`src/hw/rtl/i2cbm_pkg.sv`:
```
// ----------------------------------------------------------------------------
// i2cbm_pkg
// Shared codes for the I2C bit-level master core: commands, phases,
// register indexes and stream field layouts.
// ----------------------------------------------------------------------------
package i2cbm_pkg;

    // Command codes carried in the action field
    typedef enum logic [2:0] {
        ACT_NONE  = 3'd0,
        ACT_START = 3'd1,
        ACT_STOP  = 3'd2,
        ACT_WRITE = 3'd3,
        ACT_ACK   = 3'd4,
        ACT_READ  = 3'd5
    } t_action;

    // Line sequencer phases
    typedef enum logic [3:0] {
        PH_IDLE  = 4'd0,
        PH_ST_A  = 4'd1,
        PH_ST_B  = 4'd2,
        PH_ST_C  = 4'd3,
        PH_SP_A  = 4'd4,
        PH_SP_B  = 4'd5,
        PH_SP_C  = 4'd6,
        PH_WR_LO = 4'd7,
        PH_WR_HI = 4'd8,
        PH_AK_LO = 4'd9,
        PH_AK_WT = 4'd10,
        PH_RD_LO = 4'd11,
        PH_RD_HI = 4'd12,
        PH_MA_LO = 4'd13,
        PH_MA_HI = 4'd14
    } t_phase;

    // Configuration register indexes
    localparam logic CFG_HALF_PERIOD = 1'b0;
    localparam logic CFG_ACK_LIMIT   = 1'b1;

    localparam logic [7:0]  HALF_PERIOD_RESET = 8'd200;
    localparam logic [15:0] ACK_LIMIT_RESET   = 16'd1000;

    // Input request fields, packed from bit 0
    typedef struct packed {
        logic [2:0] pad;
        logic       sda_level;
        logic       send_nack;
        logic [7:0] tx_byte;
        logic [2:0] action;
    } t_in_data;

    // Result fields, packed from bit 0
    typedef struct packed {
        logic [1:0] pad;
        logic       ack_timed_out;
        logic       ack_seen;
        logic [7:0] rx_byte;
        logic       done_res;
        logic       busy_res;
        logic       sda_drive;
        logic       scl_drive;
    } t_out_data;

endpackage

```
`src/hw/rtl/i2c_bit_level_master_core.sv`:
```
// ----------------------------------------------------------------------------
// i2c_bit_level_master_core
// I2C master line sequencer stepped once per accepted request (one tick).
// ----------------------------------------------------------------------------
//
//  channel   | direction | handshake                  | payload
//  ----------+-----------+----------------------------+------------------------
//  s_axis    | in        | s_axis_tvalid/tready       | s_axis_tdata[15:0]
//  m_axis    | out       | m_axis_tvalid/tready       | m_axis_tdata[15:0]
//  cfg       | in        | i_cfg_valid/o_cfg_ready    | i_cfg_index, i_cfg_data
//
//  One request is one line tick and yields one result on the cycle after it
//  is accepted: the step is computed from the phase registers and the
//  request and lands in the output register, so a request is taken every
//  cycle while the result side keeps up. The single output register sets the
//  rate: a stalled result blocks new requests until it is taken.
//  Reset (synchronous, active low) returns the sequencer to idle with both
//  lines released and loads the register defaults (200 and 1000 ticks).
//  Configuration writes are taken in any cycle.
//
module i2c_bit_level_master_core (
    input  logic        i_clk,
    input  logic        i_rst_n,
    // request: action[2:0], tx_byte[10:3], send_nack[11], sda_level[12], zeros
    input  logic        s_axis_tvalid,
    output logic        s_axis_tready,
    input  logic [15:0] s_axis_tdata,
    // result: scl_drive[0], sda_drive[1], busy_res[2], done_res[3],
    //         rx_byte[11:4], ack_seen[12], ack_timed_out[13], zeros
    output logic        m_axis_tvalid,
    input  logic        m_axis_tready,
    output logic [15:0] m_axis_tdata,
    // configuration write
    input  logic        i_cfg_valid,
    output logic        o_cfg_ready,
    input  logic        i_cfg_index,
    input  logic [15:0] i_cfg_data
);

    // Configuration registers
    logic [7:0]  r_half_period;
    logic [15:0] r_ack_limit;

    // Sequencer state
    i2cbm_pkg::t_phase r_phase, n_phase;
    logic [2:0]  r_bit_count, n_bit_count;
    logic [7:0]  r_shift_reg, n_shift_reg;
    logic [7:0]  r_tick_count, n_tick_count;
    logic [15:0] r_wait_count, n_wait_count;
    logic        r_scl, n_scl;
    logic        r_sda, n_sda;
    logic        r_nack_pending, n_nack_pending;

    // Output register
    logic                 r_out_valid;
    i2cbm_pkg::t_out_data r_out, n_out;

    i2cbm_pkg::t_in_data  in_req;
    logic                 s_accept;
    logic [16:0]          wait_next;
    logic                 finish;

    assign in_req        = i2cbm_pkg::t_in_data'(s_axis_tdata);
    // Take a new request whenever the output register frees up this cycle
    assign s_axis_tready = !r_out_valid || m_axis_tready;
    assign s_accept      = s_axis_tvalid && s_axis_tready;
    assign m_axis_tvalid = r_out_valid;
    assign m_axis_tdata  = 16'(r_out);
    assign o_cfg_ready   = 1'b1;
    assign wait_next     = {1'b0, r_wait_count} + 17'd1;

    // One tick of the line sequencer
    always_comb begin
        n_phase        = r_phase;
        n_bit_count    = r_bit_count;
        n_shift_reg    = r_shift_reg;
        n_tick_count   = r_tick_count;
        n_wait_count   = r_wait_count;
        n_scl          = r_scl;
        n_sda          = r_sda;
        n_nack_pending = r_nack_pending;
        finish         = 1'b0;
        n_out          = '0;

        if (r_phase == i2cbm_pkg::PH_IDLE) begin
            // Enter the first phase of a command; this tick counts as held
            unique case (in_req.action)
                i2cbm_pkg::ACT_START: begin
                    n_phase = i2cbm_pkg::PH_ST_A;
                    n_scl = 1'b1; n_sda = 1'b1; n_tick_count = 8'd1;
                end
                i2cbm_pkg::ACT_STOP: begin
                    n_phase = i2cbm_pkg::PH_SP_A;
                    n_scl = 1'b0; n_sda = 1'b0; n_tick_count = 8'd1;
                end
                i2cbm_pkg::ACT_WRITE: begin
                    n_shift_reg = in_req.tx_byte;
                    n_bit_count = 3'd0;
                    n_phase = i2cbm_pkg::PH_WR_LO;
                    n_scl = 1'b0; n_sda = in_req.tx_byte[7]; n_tick_count = 8'd1;
                end
                i2cbm_pkg::ACT_ACK: begin
                    n_wait_count = 16'd0;
                    n_phase = i2cbm_pkg::PH_AK_LO;
                    n_scl = 1'b0; n_sda = 1'b1; n_tick_count = 8'd1;
                end
                i2cbm_pkg::ACT_READ: begin
                    n_shift_reg = 8'd0;
                    n_bit_count = 3'd0;
                    n_nack_pending = in_req.send_nack;
                    n_phase = i2cbm_pkg::PH_RD_LO;
                    n_scl = 1'b0; n_sda = 1'b1; n_tick_count = 8'd1;
                end
                default: ;
            endcase
        end else if (r_phase == i2cbm_pkg::PH_AK_WT) begin
            // Sample SDA every tick until acknowledged or out of time
            if (!in_req.sda_level) begin
                n_out.ack_seen = 1'b1;
                finish = 1'b1;
            end else if (wait_next >= {1'b0, r_ack_limit}) begin
                n_out.ack_timed_out = 1'b1;
                finish = 1'b1;
            end else begin
                n_wait_count = wait_next[15:0];
            end
            if (finish) begin
                n_scl = 1'b0;
                n_sda = 1'b1;
            end
        end else if (r_tick_count < r_half_period) begin
            n_tick_count = r_tick_count + 8'd1;
        end else begin
            n_tick_count = 8'd1;
            unique case (r_phase)
                i2cbm_pkg::PH_ST_A: begin
                    n_phase = i2cbm_pkg::PH_ST_B; n_scl = 1'b1; n_sda = 1'b0;
                end
                i2cbm_pkg::PH_ST_B: begin
                    n_phase = i2cbm_pkg::PH_ST_C; n_scl = 1'b0; n_sda = 1'b0;
                end
                i2cbm_pkg::PH_ST_C: finish = 1'b1;
                i2cbm_pkg::PH_SP_A: begin
                    n_phase = i2cbm_pkg::PH_SP_B; n_scl = 1'b1; n_sda = 1'b0;
                end
                i2cbm_pkg::PH_SP_B: begin
                    n_phase = i2cbm_pkg::PH_SP_C; n_scl = 1'b1; n_sda = 1'b1;
                end
                i2cbm_pkg::PH_SP_C: finish = 1'b1;
                i2cbm_pkg::PH_WR_LO: begin
                    n_phase = i2cbm_pkg::PH_WR_HI; n_scl = 1'b1;
                end
                i2cbm_pkg::PH_WR_HI: begin
                    if (r_bit_count == 3'd7) begin
                        // Last bit: drop SCL, leave SDA where it is
                        n_scl = 1'b0;
                        finish = 1'b1;
                    end else begin
                        n_bit_count = r_bit_count + 3'd1;
                        n_shift_reg = {r_shift_reg[6:0], 1'b0};
                        n_phase = i2cbm_pkg::PH_WR_LO;
                        n_scl = 1'b0; n_sda = r_shift_reg[6];
                    end
                end
                i2cbm_pkg::PH_AK_LO: begin
                    n_wait_count = 16'd0;
                    n_phase = i2cbm_pkg::PH_AK_WT; n_scl = 1'b1; n_sda = 1'b1;
                end
                i2cbm_pkg::PH_RD_LO: begin
                    n_phase = i2cbm_pkg::PH_RD_HI; n_scl = 1'b1; n_sda = 1'b1;
                end
                i2cbm_pkg::PH_RD_HI: begin
                    // Shift in the bit at the end of its high phase
                    n_shift_reg = {r_shift_reg[6:0], in_req.sda_level};
                    if (r_bit_count == 3'd7) begin
                        n_phase = i2cbm_pkg::PH_MA_LO;
                        n_scl = 1'b0; n_sda = r_nack_pending;
                    end else begin
                        n_bit_count = r_bit_count + 3'd1;
                        n_phase = i2cbm_pkg::PH_RD_LO;
                        n_scl = 1'b0; n_sda = 1'b1;
                    end
                end
                i2cbm_pkg::PH_MA_LO: begin
                    n_phase = i2cbm_pkg::PH_MA_HI; n_scl = 1'b1; n_sda = r_nack_pending;
                end
                i2cbm_pkg::PH_MA_HI: begin
                    n_out.rx_byte = r_shift_reg;
                    n_scl = 1'b0; n_sda = 1'b1;
                    finish = 1'b1;
                end
                default: begin
                    // Unused phase code: drop back to idle quietly
                    n_phase = i2cbm_pkg::PH_IDLE;
                    n_tick_count = 8'd0;
                end
            endcase
        end

        if (finish) begin
            n_phase = i2cbm_pkg::PH_IDLE;
            n_tick_count = 8'd0;
            n_out.done_res = 1'b1;
        end

        n_out.scl_drive = n_scl;
        n_out.sda_drive = n_sda;
        n_out.busy_res  = (n_phase != i2cbm_pkg::PH_IDLE);
    end

    // Configuration registers
    always_ff @(posedge i_clk) begin
        if (!i_rst_n) begin
            r_half_period <= i2cbm_pkg::HALF_PERIOD_RESET;
            r_ack_limit   <= i2cbm_pkg::ACK_LIMIT_RESET;
        end else if (i_cfg_valid) begin
            if (i_cfg_index == i2cbm_pkg::CFG_HALF_PERIOD) begin
                r_half_period <= i_cfg_data[7:0];
            end
            if (i_cfg_index == i2cbm_pkg::CFG_ACK_LIMIT) begin
                r_ack_limit <= i_cfg_data;
            end
        end
    end

    // Sequencer state and output valid; advance only on an accepted request
    always_ff @(posedge i_clk) begin
        if (!i_rst_n) begin
            r_phase        <= i2cbm_pkg::PH_IDLE;
            r_bit_count    <= 3'd0;
            r_shift_reg    <= 8'd0;
            r_tick_count   <= 8'd0;
            r_wait_count   <= 16'd0;
            r_scl          <= 1'b1;
            r_sda          <= 1'b1;
            r_nack_pending <= 1'b0;
            r_out_valid    <= 1'b0;
        end else begin
            if (s_accept) begin
                r_phase        <= n_phase;
                r_bit_count    <= n_bit_count;
                r_shift_reg    <= n_shift_reg;
                r_tick_count   <= n_tick_count;
                r_wait_count   <= n_wait_count;
                r_scl          <= n_scl;
                r_sda          <= n_sda;
                r_nack_pending <= n_nack_pending;
                r_out_valid    <= 1'b1;
            end else if (m_axis_tready) begin
                r_out_valid    <= 1'b0;
            end
        end
    end

    // Result payload; hold while stalled
    always_ff @(posedge i_clk) begin
        if (s_accept) begin
            r_out <= n_out;
        end
    end

`ifndef NO_ASSERTIONS
    a_state_holds: assert property (@(posedge i_clk) disable iff (!i_rst_n)
        !s_accept |=> $stable(r_phase) && $stable(r_tick_count))
        else $error("sequencer state moved without a request");

    a_idle_tick_zero: assert property (@(posedge i_clk)
        (r_phase == i2cbm_pkg::PH_IDLE) |-> (r_tick_count == 8'd0))
        else $error("tick count not cleared in idle");

    a_busy_tick_nonzero: assert property (@(posedge i_clk)
        (r_phase != i2cbm_pkg::PH_IDLE) |-> (r_tick_count != 8'd0))
        else $error("busy phase with zero tick count");

    a_write_load: assert property (@(posedge i_clk) disable iff (!i_rst_n)
        (s_accept && r_phase == i2cbm_pkg::PH_IDLE
            && in_req.action == i2cbm_pkg::ACT_WRITE)
        |=> (r_shift_reg == $past(in_req.tx_byte)) && (r_phase == i2cbm_pkg::PH_WR_LO))
        else $error("write command did not load the shift register");
`endif

endmodule
```
`config.mk`:
```
export PLATFORM = sky130hd
export DESIGN_NAME = i2c_bit_level_master_core
export DESIGN_NICKNAME = d
export VERILOG_FILES = /design/src/hw/rtl/i2cbm_pkg.sv /design/src/hw/rtl/i2c_bit_level_master_core.sv
export SDC_FILE = /design/constraint.sdc
export NUM_CORES = 1
export LEC_CHECK = 0
export BUFFER_PORTS_ARGS = -buffer_cell sky130_fd_sc_hd__buf_2
export CAP_MARGIN = 30
export CORE_MARGIN = 5
export CORE_UTILIZATION = 53
export DETAILED_ROUTE_END_ITERATION = 12
export PLACE_DENSITY_LB_ADDON = 0.25
export SLEW_MARGIN = 25
export SYNTH_ARGS = -nofsm -noshare
export SYNTH_HDL_FRONTEND = slang
export SYNTH_SLANG_ARGS = --single-unit
```
`constraint.sdc`:
```
create_clock -name i_clk -period 3.6 [get_ports i_clk]
set_clock_uncertainty 0.15 [all_clocks]
set_input_delay 0.36 -clock i_clk [delete_from_list [all_inputs] [get_ports i_clk]]
set_output_delay 0.36 -clock i_clk [all_outputs]
set_load 0.05 [all_outputs]
```
# Word-level counts from Yosys, hierarchy flattened
# Index checks and enable logic that the tools add are counted.
# word_totals
output_inout_bits,19
in_bits,38
reg_bits,81
word_cells,149
# classes
n_lt_le_gt_ge,2
bitwise,4
n_addsub,3
eq_ne,32
muxes,60
reduce_logical,30
# ops
cell,count
16-bit two-way mux,7
8-bit two-way mux,9
4-bit case mux with 11 select lines,1
8-bit case mux with 2 select lines,2
4-bit equality test (second input constant),7
1-bit two-way mux,23
3-bit two-way mux,7
4-bit two-way mux,5
4-bit case mux with 5 select lines,1
3-bit != test (second input constant),6
6-bit AND reduction,3
16-bit by 1-bit adder with 17-bit output (second input constant),1
17-bit by 16-bit greater-or-equal comparator with 1-bit output,1
4-bit by 3-bit equality test with 1-bit output (second input constant),4
4-bit OR reduction,4
13-bit OR reduction,1
3-bit OR reduction,4
3-bit equality test (second input constant),3
8-bit by 1-bit adder with 8-bit output (second input constant),1
4-bit by 2-bit equality test with 1-bit output (second input constant),2
8-bit less-than comparator,1
2-bit != test (second input constant),4
7-bit OR reduction,1
3-bit by 2-bit equality test with 1-bit output (second input constant),2
other kinds (20),31

# Longest topological paths before layout
# logic_depth
depth_word,10
ltp_mapped,13

# Worst setup path before layout
# No wires, ideal clock.
# synth_timing
kind,register to register
start,reg r_wait_count[2]
end,reg r_wait_count[6]
stages_incl_launch_ff,14
required_time_ns,3.349
arrival_time_ns,3.315
path_slack_ns,0.034
path_buffers,0
path_cell_list,dfxtp_1 nand3_1 nor3_1 and3_1 nand3_1 xnor2_1 ha_1 and4_1 nand2_1 or3_4 o211a_1 a311oi_4 o311ai_0 o41ai_1
# synth_between
elab_chain_len,5
# synth_rtl
element,line_no,text
"start, declared",i2c_bit_level_master_core.sv:49,"logic [15:0] r_wait_count, n_wait_count;"
"start signal, assigned",i2c_bit_level_master_core.sv:244,r_wait_count <= n_wait_count;
16-bit by 1-bit adder with 17-bit output *,i2c_bit_level_master_core.sv:70,"assign wait_next = {1'b0, r_wait_count} + 17'd1;"
branches (longest 4 deep; another with 17-bit by 16-bit greater-or-equal comparator with 1-bit output),--,
# Mark *: on every way between the ends. The select of a mux whose other input is x is not followed.
# A chain may end at the register's enable or synchronous reset.

# Worst setup path in the final report
# layout_timing
start,reg r_wait_count[5]
end,reg r_tick_count[7]
# layout_between
elab_chain_len,10
# layout_rtl
element,line_no,text
16-bit by 1-bit adder with 17-bit output *,i2c_bit_level_master_core.sv:70,
17-bit by 16-bit greater-or-equal comparator with 1-bit output *,i2c_bit_level_master_core.sv:121,"end else if (wait_next >= {1'b0, r_ack_limit}) begin"
1-bit two-way mux *,i2c_bit_level_master_core.sv:121,
1-bit two-way mux *,i2c_bit_level_master_core.sv:118,if (!in_req.sda_level) begin
1-bit two-way mux *,i2c_bit_level_master_core.sv:116,end else if (r_phase == i2cbm_pkg::PH_AK_WT) begin
1-bit two-way mux *,i2c_bit_level_master_core.sv:85,if (r_phase == i2cbm_pkg::PH_IDLE) begin
1-bit two-way mux *,i2c_bit_level_master_core.sv:116,
1-bit two-way mux *,i2c_bit_level_master_core.sv:85,
3-bit != test (no line),--,
3-bit AND reduction (no line),--,
"end signal, assigned",i2c_bit_level_master_core.sv:243,r_tick_count <= n_tick_count;
"end, declared",i2c_bit_level_master_core.sv:48,"logic [7:0] r_tick_count, n_tick_count;"
# Mark *: on every way between the ends. The rest lies on a longest branch, timed or not. The select of a mux whose other input is x is not followed.

==> flow_summary_export.csv <==
group,metric,value,unit
outcome,status,"finished, final reports clean",
global_route,grt_max_degree,45,
cts,cts_buffers,9,
floorplan,rows,35,
synthesis,ys.flop_type,"dfxtp_1",
timing,hold_slack,77.8,ps
drt,drt-pass1-iter-count,5,
timing,worst_slew_pin_slew,812,ps
job,maxCapViolations,0,
placed_design,dp.final_hpwl,8920,um
power_and_ir_drop,p_switching,664,uW
floorplan,core-area,0.00906,mm^2
cts,clockRootBuffer,"clkbuf_8",
synthesis,syn_area,0.00485,mm^2
drt,drt-initial-drc-count,207,
floorplan,io_pins,57,
drt,vias,4607,
synthesis,yosysSeqAreaShare,36.3,%
power_and_ir_drop,p_per_area,377,mW/mm^2
drt,wirelength,12300,um
placed_design,gp_congestion,0.968,
timing,slew_viol_final,0,
timing,period_minus_slack,3490,ps
synthesis,async_reset_ff_share,0,%
timing,finalHoldViolCount,0,
worst_setup_path,crit_path_end_kind,"flop",
drt,highest_layer,"met4",
timing,max_clock_freq,0.286,GHz
worst_hold_path,hp-class,"primary input to flop",
synthesis,ys_ff_latch,81,
cts,clkLatencyLatePin,360,ps
cts,clkSlewWorstSetupHoldPaths,90,ps
synthesis,synth_cell_types,68,
global_route,grt_pass1_wl,20300,um
worst_setup_path,critPathLaunchType,"flop",
synthesis,syn_area_per_cell,8.24,um^2
power_and_ir_drop,leakage,2.32,nW
synthesis,synth_warnings,0,
worst_hold_path,min_path_cells,3,
drt,ant_nets,0,
global_route,grt_overflow_total,0,
finish,nNetsFinal,720,
finish,area_growth,16.8,%
timing,rsz0062_at_grt,"true",
global_route,antenna_found_initial,0,
cts,htree_levels,3,
worst_setup_path,cp.arrival,3630,ps
finish,fin_cells,771,
drt,wire_per_inst,15.9,um
synthesis,synth_edf_count,14,
finish,final_common_cell,"nand2_1",
drt,drc_errors,0,
floorplan,fp.dieW,106,um
power_and_ir_drop,clkPwrFrac,33.7,%
drt,met1_length,5140,um
cts,cts_hold_buf,0,
synthesis,synthCells,589,
cts,tritoncts,"done",
placed_design,place_ws,42.6,ps
drt,avgViaCountPerCell,5.98,
timing,relSlewSlack,45.5,%
floorplan,start_util,53.5,%
finish,final_cell_mix,"nand2_1, dfxtp_1, buf_2",
worst_setup_path,cp_data_required_time,3730,ps
cts,cts_sinks,81,
placed_design,place_inst,754,
timing,tns,0,ps
drt,wl_met3,630,um
drt,wl_met2,6140,um
global_route,grt_pass1_vias,4384,
power_and_ir_drop,intPower,1.47,mW
timing,finalWorstSetupSlack,109,ps
cts,clock_path_buffers,2,
power_and_ir_drop,power_frac_comb,19.6,%
worst_setup_path,critPathMaxFanout,6,
power_and_ir_drop,ir_drop,0.000194,V
floorplan,chipHeight,106,um
timing,finalSetupViolations,0,
worst_setup_path,reg2regPathDepth,13,
floorplan,die_area,0.0112,mm^2
worst_setup_path,path_class,"flop to flop",
finish,layout-drive-gt1-share,19.7,%
finish,num_antenna_cells,0,
power_and_ir_drop,seqPwrFrac,46.7,%
placed_design,placement.io_buffers,50,
timing,period_share,97.0,%
power_and_ir_drop,switching_share,31.1,%
power_and_ir_drop,finalPower,2.14,mW
global_route,grt_util_all_layers,22.2,%
-- routing by layer --
| layer | global-route usage, % | vias to the layer above |
|---|---|---|
| li1 | - | 2273 |
| met5 | 0 | - |
| met1 | 26.7 | 2160 |
| met4 | 9.16 | 0 |
| met3 | 4.23 | 33 |
| met2 | 38.6 | 141 |
-- metrics by stage --
stage | util (%) | cell area [um^2]
global placement | 59.2 | 5370
finish | 62.5 | 5670
detailed placement | 59.2 | 5370
CTS | 61.6 | 5590
floorplan | - | 4860
global route | 62.5 | 5670
-- repair_timing --
| item | CTS | global route |
|---|---|---|
| gates resized for setup | 0 | 19 |
| setup buffers | 0 | 1 |
| setup endpoints to repair | 0 | 33 |
-- cell usage after synthesis, types with 15 or more instances --
master    number  area [um^2]
inv_1         32          120
o21ai_0       27          135
dfxtp_1       67         1340
a21oi_1       37          185
nor3_1        16         80.1
nor2_1        28          105
clkbuf_1      16         60.1
ha_1          27          338
nand2_1       88          330
nand3_1       18         90.1
a31oi_1       15         93.8
-- logic make-up (layout without fill, tap and decap cells) --
group | Yosys count | count (layout) | synth area share (%)
AND/OR/NAND/NOR | 226 | 226 | 23.4
flip-flops | 81 | 81 | 36.3
other | 2 | 3 | 0.155
adder cells (fa/ha/maj) | 27 | 27 | 6.96
buffers and inverters | 64 | 134 | 5.44
XOR/XNOR | 15 | 15 | 2.71
AO/OA/AOI/OAI | 167 | 167 | 23.6
multiplexers | 7 | 7 | 1.44
-- final timing paths --
| path | to | start | slack (ps) |
|---|---|---|---|
| min reg2reg | r_ack_limit[13]$_SDFFE_PN0P_ | r_ack_limit[13]$_SDFFE_PN0P_ | 310 |
| max | r_tick_count[7]$_SDFFE_PN0P_ | r_wait_count[5]$_SDFFE_PN0P_ | 110 |
| min | r_ack_limit[9]$_SDFFE_PN1P_ | i_cfg_data[9] | 80 |
| max reg2reg | r_tick_count[7]$_SDFFE_PN0P_ | r_wait_count[5]$_SDFFE_PN0P_ | 110 |
-- power by group through the flow --
stage / Clock [mW] / Combinational (mW) / Sequential (mW)
floorplan: 0 / 0.265 / 1.05
global placement: 0 / 0.407 / 1.02
detailed placement: 0 / 0.412 / 1.02
CTS: 0.729 / 0.413 / 0.998
global route: 0.775 / 0.460 / 1.00
finish: 0.720 / 0.419 / 0.997
-- cell type report --
cell class	instances	area (um^2)
clock buffer	12	188
clock inverter	4	28.8
fill	786	3400
inverter	34	128
multi-input combinational	445	2900
sequential	81	1770
tap	111	139
timing repair buffer	84	518
-- critical path, cell delays in order (launching register included) --
cell	delay (ps)
dfxtp_2	390
nand2_1	80
nor3_2	220
and3_4	260
nand3_2	120
xnor2_2	160
ha_1	300
and3_2	200
nand2_1	80
or3_4	350
o211ai_4	290
o211ai_4	140
or4_1	530
a21oi_1	160
No activity file was read; power rests on OpenSTA's default activity.
